===== config.mk =====
export PLATFORM = sky130hd
export DESIGN_NAME = encoder_count_extender_top
export DESIGN_NICKNAME = d
export VERILOG_FILES = /design/src/rtl/enc_ext_pkg.sv /design/src/rtl/enc_ext_ram.sv /design/src/rtl/encoder_count_extender_top.sv
export SDC_FILE = /design/constraint.sdc
export NUM_CORES = 2
export LEC_CHECK = 0
export BUFFER_PORTS_ARGS = -buffer_cell sky130_fd_sc_hd__buf_4
export CAP_MARGIN = 20
export CORE_UTILIZATION = 45
export CTS_CLUSTER_DIAMETER = 150
export DETAILED_ROUTE_END_ITERATION = 8
export PLACE_DENSITY_LB_ADDON = 0.25
export SYNTH_ARGS = -nofsm -noshare
export SYNTH_HDL_FRONTEND = slang
export SYNTH_HIERARCHICAL = 1
export SYNTH_SLANG_ARGS = --single-unit

===== constraint.sdc =====
create_clock -name clk_i -period 27.9 [get_ports clk_i]
set_input_delay 2.79 -clock clk_i [delete_from_list [all_inputs] [get_ports clk_i]]
set_output_delay 2.79 -clock clk_i [all_outputs]
set_load 0.05 [all_outputs]

===== src/rtl/enc_ext_pkg.sv =====
`default_nettype none

package enc_ext_pkg;

  localparam int unsigned Channels      = 4;
  localparam int unsigned ChanWidth     = 2;
  localparam int unsigned ChanSlots     = 2 ** ChanWidth;
  localparam int unsigned CountWidth    = 32;
  localparam int unsigned NarrowWidth   = 16;
  localparam int unsigned ProdWidth     = 64;
  localparam int unsigned SpeedShift    = 8;
  localparam int unsigned AddrWidth     = 3;
  localparam int unsigned DataWidth     = 32;
  localparam int unsigned MaskWidth     = 4;

  localparam logic [MaskWidth-1:0]  WideMaskReset = MaskWidth'(9);
  localparam logic [CountWidth-1:0] RpmScaleReset = CountWidth'(384000);

  typedef enum logic [0:0] {
    REG_WIDE_MASK = 1'b0,
    REG_RPM_SCALE = 1'b1
  } reg_sel_e;

  typedef enum logic [0:0] {
    KIND_SAMPLE = 1'b0,
    KIND_CLEAR  = 1'b1
  } kind_e;

  typedef struct packed {
    kind_e                  kind;
    logic [ChanWidth-1:0]   channel;
    logic [CountWidth-1:0]  raw_count;
  } in_req_t;

  typedef struct packed {
    logic [ChanWidth-1:0]         channel_out;
    logic signed [CountWidth-1:0] position;
    logic signed [CountWidth-1:0] step_delta;
    logic signed [CountWidth-1:0] speed_rpm_q8;
  } out_rsp_t;

  typedef struct packed {
    logic [CountWidth-1:0] prev_raw;
    logic [CountWidth-1:0] position;
  } entry_t;

endpackage

`default_nettype wire


===== src/rtl/enc_ext_ram.sv =====
`default_nettype none

module enc_ext_ram #(
  parameter int unsigned Width = 64,
  parameter int unsigned Depth = 4,
  localparam int unsigned AddrW = (Depth > 1) ? $clog2(Depth) : 1
) (
  input  wire logic             clk_i,
  input  wire logic             we_i,
  input  wire logic [AddrW-1:0] waddr_i,
  input  wire logic [Width-1:0] wdata_i,
  input  wire logic             re_i,
  input  wire logic [AddrW-1:0] raddr_i,
  output logic      [Width-1:0] rdata_o
);

  logic [Width-1:0] mem_q [Depth];
  logic [Width-1:0] rdata_q;

  always_ff @(posedge clk_i) begin
    if (we_i) begin
      mem_q[waddr_i] <= wdata_i;
    end
    if (re_i) begin
      rdata_q <= mem_q[raddr_i];
    end
  end

  assign rdata_o = rdata_q;

endmodule

`default_nettype wire


===== src/rtl/encoder_count_extender_top.sv =====
`default_nettype none

// Extended position counter for four encoder channels. Each request carries a
// channel's raw hardware count (or a clear); the result gives the wrapped
// 32-bit position, the step since the previous sample, and the speed in
// 1/256 rpm (step times the Q16.16 rpm_scale register, floored, saturated).
// One request is taken every cycle while in_stall_o is low. The request and
// its state memory read are registered; the count update and 32x33 multiply
// feed the product register; shift and saturation feed the output register.
// Back-to-back requests to the same channel are forwarded around the memory.
// Per-channel state (previous raw count, position) sits in a four-entry
// memory whose entries read as zero until first written after reset.
module encoder_count_extender_top (
  input  wire logic                                  clk_i,
  input  wire logic                                  rst_ni,

  input  wire logic                                  in_valid_i,
  output logic                                       in_stall_o,
  input  wire enc_ext_pkg::in_req_t                  in_req_i,

  output logic                                       out_valid_o,
  input  wire logic                                  out_stall_i,
  output enc_ext_pkg::out_rsp_t                      out_rsp_o,

  input  wire logic                                  psel,
  input  wire logic                                  penable,
  input  wire logic                                  pwrite,
  input  wire logic [enc_ext_pkg::AddrWidth-1:0]     paddr,
  input  wire logic [enc_ext_pkg::DataWidth-1:0]     pwdata,
  output logic      [enc_ext_pkg::DataWidth-1:0]     prdata,
  output logic                                       pready
);

  localparam int unsigned CW = enc_ext_pkg::CountWidth;
  localparam int unsigned NW = enc_ext_pkg::NarrowWidth;
  localparam int unsigned PW = enc_ext_pkg::ProdWidth;
  localparam int unsigned SH = enc_ext_pkg::SpeedShift;

  // Configuration registers
  logic [enc_ext_pkg::MaskWidth-1:0] wide_mask_q;
  logic [CW-1:0]                     rpm_scale_q;
  enc_ext_pkg::reg_sel_e             reg_sel;
  logic                              cfg_write;

  assign pready    = 1'b1;
  assign reg_sel   = enc_ext_pkg::reg_sel_e'(paddr[2]);
  assign cfg_write = psel && penable && pwrite && pready;

  always_comb begin
    unique case (reg_sel)
      enc_ext_pkg::REG_WIDE_MASK: prdata = enc_ext_pkg::DataWidth'(wide_mask_q);
      enc_ext_pkg::REG_RPM_SCALE: prdata = rpm_scale_q;
      default:                    prdata = '0;
    endcase
  end

  always_ff @(posedge clk_i or negedge rst_ni) begin
    if (!rst_ni) begin
      wide_mask_q <= enc_ext_pkg::WideMaskReset;
      rpm_scale_q <= enc_ext_pkg::RpmScaleReset;
    end else if (cfg_write) begin
      unique case (reg_sel)
        enc_ext_pkg::REG_WIDE_MASK: wide_mask_q <= pwdata[enc_ext_pkg::MaskWidth-1:0];
        enc_ext_pkg::REG_RPM_SCALE: rpm_scale_q <= pwdata[CW-1:0];
        default: ;
      endcase
    end
  end

  // Pipeline flow control
  logic s1_valid_q, s2_valid_q, out_valid_q;
  logic out_ready, s2_ready, s1_ready, in_accept;

  assign out_ready  = !out_valid_q || !out_stall_i;
  assign s2_ready   = !s2_valid_q || out_ready;
  assign s1_ready   = !s1_valid_q || s2_ready;
  assign in_accept  = in_valid_i && s1_ready;
  assign in_stall_o = !s1_ready;

  // State memory
  enc_ext_pkg::in_req_t              s1_req_q;
  logic                              s1_fwd_hit_q;
  enc_ext_pkg::entry_t               s1_fwd_q;
  logic                              s1_rd_valid_q;
  logic [enc_ext_pkg::ChanSlots-1:0] entry_valid_q;
  logic                              mem_we;
  enc_ext_pkg::entry_t               mem_wdata;
  logic [$bits(enc_ext_pkg::entry_t)-1:0] mem_rdata;

  enc_ext_ram #(
    .Width ($bits(enc_ext_pkg::entry_t)),
    .Depth (enc_ext_pkg::ChanSlots)
  ) u_state_ram (
    .clk_i   (clk_i),
    .we_i    (mem_we),
    .waddr_i (s1_req_q.channel),
    .wdata_i (mem_wdata),
    .re_i    (in_accept),
    .raddr_i (in_req_i.channel),
    .rdata_o (mem_rdata)
  );

  // Stage 1: update count
  enc_ext_pkg::entry_t   cur_entry;
  logic                  in_range;
  logic                  is_clear;
  logic                  is_wide;
  logic [CW-1:0]         raw_diff;
  logic signed [CW-1:0]  delta;
  logic [CW-1:0]         new_pos;
  logic signed [CW-1:0]  s1_delta;
  logic [CW-1:0]         s1_pos;
  logic signed [PW-1:0]  prod_d;

  always_comb begin
    if (s1_fwd_hit_q) begin
      cur_entry = s1_fwd_q;
    end else if (s1_rd_valid_q) begin
      cur_entry = enc_ext_pkg::entry_t'(mem_rdata);
    end else begin
      cur_entry = '0;
    end
    in_range = 32'(s1_req_q.channel) < enc_ext_pkg::Channels;
    is_clear = s1_req_q.kind == enc_ext_pkg::KIND_CLEAR;
    is_wide  = wide_mask_q[s1_req_q.channel];
    raw_diff = s1_req_q.raw_count - cur_entry.prev_raw;
    if (is_wide) begin
      delta = raw_diff;
    end else begin
      delta = {{(CW-NW){raw_diff[NW-1]}}, raw_diff[NW-1:0]};
    end
    new_pos = cur_entry.position + delta;
    if (is_clear) begin
      mem_wdata = '0;
    end else begin
      mem_wdata = '{prev_raw: s1_req_q.raw_count, position: new_pos};
    end
    if (in_range && !is_clear) begin
      s1_delta = delta;
      s1_pos   = new_pos;
    end else begin
      s1_delta = '0;
      s1_pos   = '0;
    end
    prod_d = s1_delta * $signed({1'b0, rpm_scale_q});
  end

  assign mem_we = s1_valid_q && s2_ready && in_range;

  always_ff @(posedge clk_i or negedge rst_ni) begin
    if (!rst_ni) begin
      s1_valid_q    <= 1'b0;
      entry_valid_q <= '0;
    end else begin
      if (s1_ready) begin
        s1_valid_q <= in_valid_i;
      end
      if (mem_we) begin
        entry_valid_q[s1_req_q.channel] <= 1'b1;
      end
    end
  end

  always_ff @(posedge clk_i) begin
    if (in_accept) begin
      s1_req_q      <= in_req_i;
      s1_fwd_hit_q  <= mem_we && (s1_req_q.channel == in_req_i.channel);
      s1_fwd_q      <= mem_wdata;
      s1_rd_valid_q <= entry_valid_q[in_req_i.channel];
    end
  end

  // Stage 2: product register
  logic [enc_ext_pkg::ChanWidth-1:0] s2_chan_q;
  logic [CW-1:0]                     s2_pos_q;
  logic [CW-1:0]                     s2_delta_q;
  logic signed [PW-1:0]              s2_prod_q;

  always_ff @(posedge clk_i or negedge rst_ni) begin
    if (!rst_ni) begin
      s2_valid_q <= 1'b0;
    end else if (s2_ready) begin
      s2_valid_q <= s1_valid_q;
    end
  end

  always_ff @(posedge clk_i) begin
    if (s2_ready && s1_valid_q) begin
      s2_chan_q  <= s1_req_q.channel;
      s2_pos_q   <= s1_pos;
      s2_delta_q <= s1_delta;
      s2_prod_q  <= prod_d;
    end
  end

  // Stage 3: floor shift, saturate, output register
  logic [CW-1:0]        speed;
  logic                 prod_fits;
  enc_ext_pkg::out_rsp_t out_rsp_q;

  always_comb begin
    prod_fits = (&s2_prod_q[PW-1:CW+SH-1]) || !(|s2_prod_q[PW-1:CW+SH-1]);
    if (prod_fits) begin
      speed = s2_prod_q[CW+SH-1:SH];
    end else if (s2_prod_q[PW-1]) begin
      speed = {1'b1, {(CW-1){1'b0}}};
    end else begin
      speed = {1'b0, {(CW-1){1'b1}}};
    end
  end

  always_ff @(posedge clk_i or negedge rst_ni) begin
    if (!rst_ni) begin
      out_valid_q <= 1'b0;
    end else if (out_ready) begin
      out_valid_q <= s2_valid_q;
    end
  end

  always_ff @(posedge clk_i) begin
    if (out_ready && s2_valid_q) begin
      out_rsp_q <= '{channel_out:  s2_chan_q,
                     position:     s2_pos_q,
                     step_delta:   s2_delta_q,
                     speed_rpm_q8: speed};
    end
  end

  assign out_valid_o = out_valid_q;
  assign out_rsp_o   = out_rsp_q;

endmodule

`default_nettype wire


=== Word level (Yosys, flattened, before mapping) ===
Memories as Yosys holds them, arrays and structs flattened. A register that Yosys moved wholly into a read port is not among the register bits.
Index checks and enable logic that the tools add are counted.
W data, S select, Z words.

* Add/sub/neg operators: 2
* Multiply operators: 1
* Divide/modulo/power cells: 0
* Order comparisons: 3
* Eq/ne operators: 1
* Shift operators: 0
* Mux-type cells: 16
* Bitwise gates (word level): 2
* Reduce and logical (&&, ||, !) cells: 21

{| class="wikitable"
|+ Operator list
! cell !! count
|-
| $mux W64 || 3
|-
| $mux W32 || 4
|-
| $mul A32 B33 Y64 || 1
|-
| $pmux W32 S2 || 1
|-
| $add A32 B32 Y32 || 1
|-
| $sub A32 B32 Y32 || 1
|-
| $reduce_and A25 Y1 || 1
|-
| $reduce_or A25 Y1 || 1
|-
| $logic_and A1 B1 Y1 || 7
|-
| $logic_not A1 Y1 || 6
|-
| $lt A2 B3 Y1 const B || 2
|-
| $mux W1 || 5
|-
| $bmux W1 S2 || 2
|-
| $logic_or A1 B1 Y1 || 4
|-
| $or A4 B4 Y4 || 1
|-
| $reduce_and A2 Y1 || 2
|-
| $demux W1 S2 || 1
|-
| $eq A2 B2 Y1 || 1
|-
| $ge A2 B1 Y1 const B || 1
|-
| $not A1 Y1 || 1
|}

* Bits in registers: 372
* Bits in latches: 0
* RAM bits: 256
* Memory bits (read-only): 0
* Input bits: 77
* Output and inout bits: 133
* Memories kept: 1

{| class="wikitable"
|+ Memories
! name !! words !! bits a word !! rd ports !! clocked after memory_dff !! wr ports !! RTL line !! text
|-
| u_state_ram.mem_q || 4 || 64 || 1 || 1 || 1 || enc_ext_ram.sv:17 || <nowiki>logic [Width-1:0] mem_q [Depth];</nowiki>
|}

=== Longest topological paths before layout ===
* Word-level depth: 6
* Depth in mapped cells: 43
* Depth with buffers taken out: 39

=== Cells and area by module ===
The synthesis kept the hierarchy.

{| class="wikitable"
|+ Modules (own cells, without submodules)
! module !! instances !! cells each !! area each (um2) !! sequential area each (um2)
|-
| encoder_count_extender_top || 1 || 5019 || 49960.4 || 10726.5
|-
| enc_ext_ram || 1 || 402 || 11263.3 || 9609.2
|}

=== Worst setup path after synthesis ===
OpenSTA, ideal clock, no wires.

* Kind: input-to-reg
* From: input port out_stall_i
* To: memory u_state_ram.mem_q[0][0], enable pin
* Arrival time: 10.099 ns
* Data required time: 27.322 ns
* Path slack: 17.223 ns
* Cell stages on the path: 4
* Cells stage by stage: nand3_1 > nand2_1 > inv_1 > nor3b_1

* Cells in the longest elaborated chain, start to end: 6

{| class="wikitable"
|+ RTL lines
! item !! RTL line !! text
|-
| from (decl) || encoder_count_extender_top.sv:22 || <nowiki>input wire logic out_stall_i,</nowiki>
|-
| $logic_not A1 Y1 || encoder_count_extender_top.sv:74 || <nowiki>assign out_ready = !out_valid_q || !out_stall_i;</nowiki>
|-
| $logic_or A1 B1 Y1 || encoder_count_extender_top.sv:74 ||
|-
| $logic_or A1 B1 Y1 || encoder_count_extender_top.sv:75 || <nowiki>assign s2_ready = !s2_valid_q || out_ready;</nowiki>
|-
| $logic_and A1 B1 Y1 || encoder_count_extender_top.sv:148 || <nowiki>assign mem_we = s1_valid_q && s2_ready && in_range;</nowiki>
|-
| net mem_we || encoder_count_extender_top.sv:86 || <nowiki>logic mem_we;</nowiki>
|-
| $mux W1 || enc_ext_ram.sv:21 || <nowiki>if (we_i) begin</nowiki>
|-
| $mux W1 (not written as such) || enc_ext_ram.sv:22 || <nowiki>mem_q[waddr_i] <= wdata_i;</nowiki>
|-
| to (decl) || enc_ext_ram.sv:17 ||
|}

The timed path passes the listed nets, and every way through them passes these cells.

=== Final worst setup path ===
* From: register s1_fwd_hit_q
* To: register s2_prod_q[52], data pin

* Cells in the longest elaborated chain, start to end: 5

{| class="wikitable"
|+ RTL lines
! item !! RTL line !! text
|-
| from (decl) || encoder_count_extender_top.sv:82 || <nowiki>logic s1_fwd_hit_q;</nowiki>
|-
| from (signal assigned) || encoder_count_extender_top.sv:167 || <nowiki>s1_fwd_hit_q <= mem_we && (s1_req_q.channel == in_req_i.channel);</nowiki>
|-
| $mux W64 || encoder_count_extender_top.sv:116 || <nowiki>if (s1_fwd_hit_q) begin</nowiki>
|-
| $sub A32 B32 Y32 || encoder_count_extender_top.sv:126 || <nowiki>raw_diff = s1_req_q.raw_count - cur_entry.prev_raw;</nowiki>
|-
| $mux W32 || encoder_count_extender_top.sv:127 || <nowiki>if (is_wide) begin</nowiki>
|-
| $mux W32 || encoder_count_extender_top.sv:138 || <nowiki>if (in_range && !is_clear) begin</nowiki>
|-
| $mul A32 B33 Y64 || encoder_count_extender_top.sv:145 || <nowiki>prod_d = s1_delta * $signed({1'b0, rpm_scale_q});</nowiki>
|-
| net prod_d[52] || encoder_count_extender_top.sv:113 || <nowiki>logic signed [PW-1:0] prod_d;</nowiki>
|-
| to (signal assigned) || encoder_count_extender_top.sv:192 || <nowiki>s2_prod_q <= prod_d;</nowiki>
|-
| to (decl) || encoder_count_extender_top.sv:177 || <nowiki>logic signed [PW-1:0] s2_prod_q;</nowiki>
|}

The timed path passes the listed nets, and every way through them passes these cells.
A chain may end at the register's enable or synchronous reset.

==> impl_metrics.ini <==
[status]
status = finished clean

[worst_setup_path]
critPathMaxStageDelay_ps = 800
r2r_cells = 39
critical_path.slowest_cell = and2_1
cp_max_fo = 43
critPathKind = register to register
worst_setup_path_start_kind = register
cp_common_cell = fa_1
endpoint_kind = register
crit_required_ps = 28350
worst_ep_arrival_time_ps = 13180
r2r_slack_ps = 15170
critPathLaunch = s1_fwd_hit_q
reg2reg_from = s1_fwd_hit_q
rr_endpoint = s2_prod_q[52]

[place]
place_hpwl_mm = 121
gp_congestion = 0.946
portBuffers = 206

[hold_path]
min_path_cells = 0
hp-start = s2_delta_q[7]
hp-class = register to register
worstHoldEndpoint = out_rsp_o[39]

[synthesis]
synth_top_area_cell = edfxtp_1
ys_async_sr_fraction_pct = 6.29
yosysTopAreaCellShare_pct = 31.4
ys_types = 98
syn_nets = 6746
ys.flop_type = edfxtp_1
synthTopCellsByArea = edfxtp_1 (31%), fa_1 (29%), ha_1 (7.2%), inv_1 (6.2%), nand2_1 (3.8%)
yosysSeqAreaShare_pct = 33.2
synth_most_common_cell = inv_1
ys_warn_count = 6
ys_ff_latch = 684
avgSynthCellArea_um2 = 11.3
syn-cell-area_um2 = 61200
ys_top_cells_by_count = inv_1 (1011), fa_1 (898), edfxtp_1 (641), nand2_1 (622), ha_1 (350)
synth_enable_flop_cells = 641
syn_inst = 5421

[routing]
vias = 40300
wl_per_cell_um = 23.0
via_per_inst = 5.50
drt_iter0_markers = 3292
remaining_drc_errors = 0
ant_nets = 0
dr.pass1.iters = 5
drt-total-wl_mm = 168

[floorplan]
dieArea_um2 = 138000
core_area_um2 = 134000
rows = 134
initial_utilization_pct = 45.6
die_x_um = 371
io_pins = 210
fp.dieH_um = 371

[timing]
drv_slew = 0
finalCriticalPeriod_ps = 12730
setup_tns_ps = 0
setup_viol = 0
min_period_over_period_pct = 45.6
max_freq_mhz = 78.5
finClkSkew_ps = 69.9
relSlewSlack_pct = 21.8
rsz0062_at_grt = no
hold_violations = 0
tightest_slew_ps = 1170

[clocking]
clkSlewWorstSetupHoldPaths_ps = 60
post_cts_resized = 0
clk_latency_ps = 710
cts_tree = done
clockBufferDepth = 3
h-tree-depth = 3
cts_setup_buffers = 0
root_buffer = clkbuf_16
cts_sinks = 684
cts_buffers = 76
hold_buffers = 0

[global_route]
grtUsageTotal_pct = 25.2
antenna_found_initial = 10
grt_start_max_net_pins = 221
grt_pass1_wl_mm = 257
grt.overflow.total = 0
grt_pass1_vias = 42200

[job]
cap_violations = 0

[layout]
syn_to_final_growth_pct = 9.62
drive_gt1_share_pct = 11.1
nets = 6822
==> layout by cell type, fill, tap and decap left out, types with 9 or more instances in the layout <==
master        n
nor4_1        9
clkbuf_16    77
dfstp_2       9
and2_1      125
ha_1        350
o21ai_0      73
inv_1      1009
a21o_1       66
and3_1      300
o21a_1       22
nor2_1      218
dfrtp_1      33
a21oi_1      92
o21bai_1     14
clkinv_1     11
clkinv_2     12
buf_4       311
a22o_1       35
mux2_2       41
xor2_1       38
o21ai_1      10
a22oi_1      29
nand3_1      21
edfxtp_1    641
nand2b_1     12
nand4_1      27
nor2b_1      81
nor3_1       37
a211oi_1     13
bufinv_16     9
clkbuf_1     15
fa_1        898
nand2_1     622
or2_2        10
mux4_2       61
xnor2_1      57
==> registers in the layout, summed over array words and instances (netlist names) <==
name / flops
is_clear: 1
rpm_scale_q: 32
s1_req_q: 34
wide_mask_q: 4
s2_pos_q: 32
s1_fwd_hit_q: 1
out_rsp_o: 98
s2_prod_q: 56
s2_chan_q: 2
s1_valid_q: 1
u_state_ram/mem_q: 256
entry_valid_q: 4
u_state_ram/rdata_o: 64
s2_delta_q: 32
s1_rd_valid_q: 1
out_valid_o: 1
s2_valid_q: 1
s1_fwd_q: 64
==> routing by layer <==
metal | wire length [um] | GRT usage, % | share of wire (%) | vias up
met5 | 18 | 0 | 0.011 | -
met4 | 5710 | 8.31 | 3.4 | 2
met1 | 71200 | 35.0 | 42 | 20800
met3 | 15200 | 5.27 | 9.0 | 288
li1 | - | - | - | 17600
met2 | 76200 | 39.4 | 45 | 1738
==> worst max path at each step <==
stage,slack [ps],endpoint,cells past startpoint
6_report,15170,s2_prod_q[52],39
5_1_grt,14660,s2_prod_q[52],39
4_1_cts,15230,s2_prod_q[52],40
3_5_place_dp,15290,s2_prod_q[52],40
3_3_place_gp,15320,s2_prod_q[52],39
2_1_floorplan,17220,u_state_ram/mem_q[0][0],4
==> kinds of logic (layout without fill, tap and decap cells) <==
group                      count (synthesis)  after routing  share of synthesized area (%)
buffers and inverters                   1331           1470                           8.54
other                                      1              4                        0.00613
xor gates and xnor gates                 102            102                           1.48
DFF                                      684            684                           33.2
and+or+nand+nor                         1502           1502                           11.9
adders and majority gates               1248           1248                           36.5
muxes                                    110            110                           3.24
AOI/OAI and AO/OA                        443            443                           5.11
==> area by class of cell <==
cell class	count	area, um^2
inverter	1017	3830
fill	11900	67200
multi-input combinational	3406	35800
clock buffer	92	1980
timing repair buffer	312	2350
tap	1768	2210
antenna	3	7.51
clock inverter	49	631
sequential	684	20300
==> critical path: cells and delay by family (launching register included) <==
kind	cells	cell delay, ps
simple gates	8	2350
xor+xnor	2	300
fa+ha+maj	10	4950
compound gates	10	2570
buf+inv	9	1830
flops	1	430
==> per-stage QoR <==
stage	cell area [um^2]	setup WS, ps	util, %	hold WS (ps)	cells
6_report	67100	15170	50.0	415	7331
5_1_grt	67100	14660	50.0	422	7328
4_1_cts	67100	15230	50.0	419	7328
3_5_place_dp	64500	15290	48.0	405	7187
3_3_place_gp	64500	15320	48.0	400	7187
2_1_floorplan	61200	17220	-	400	5421
Power is left out: the tool's default activity adds up to more than one toggle a clock period on the data nets, which glitch-free logic cannot reach.
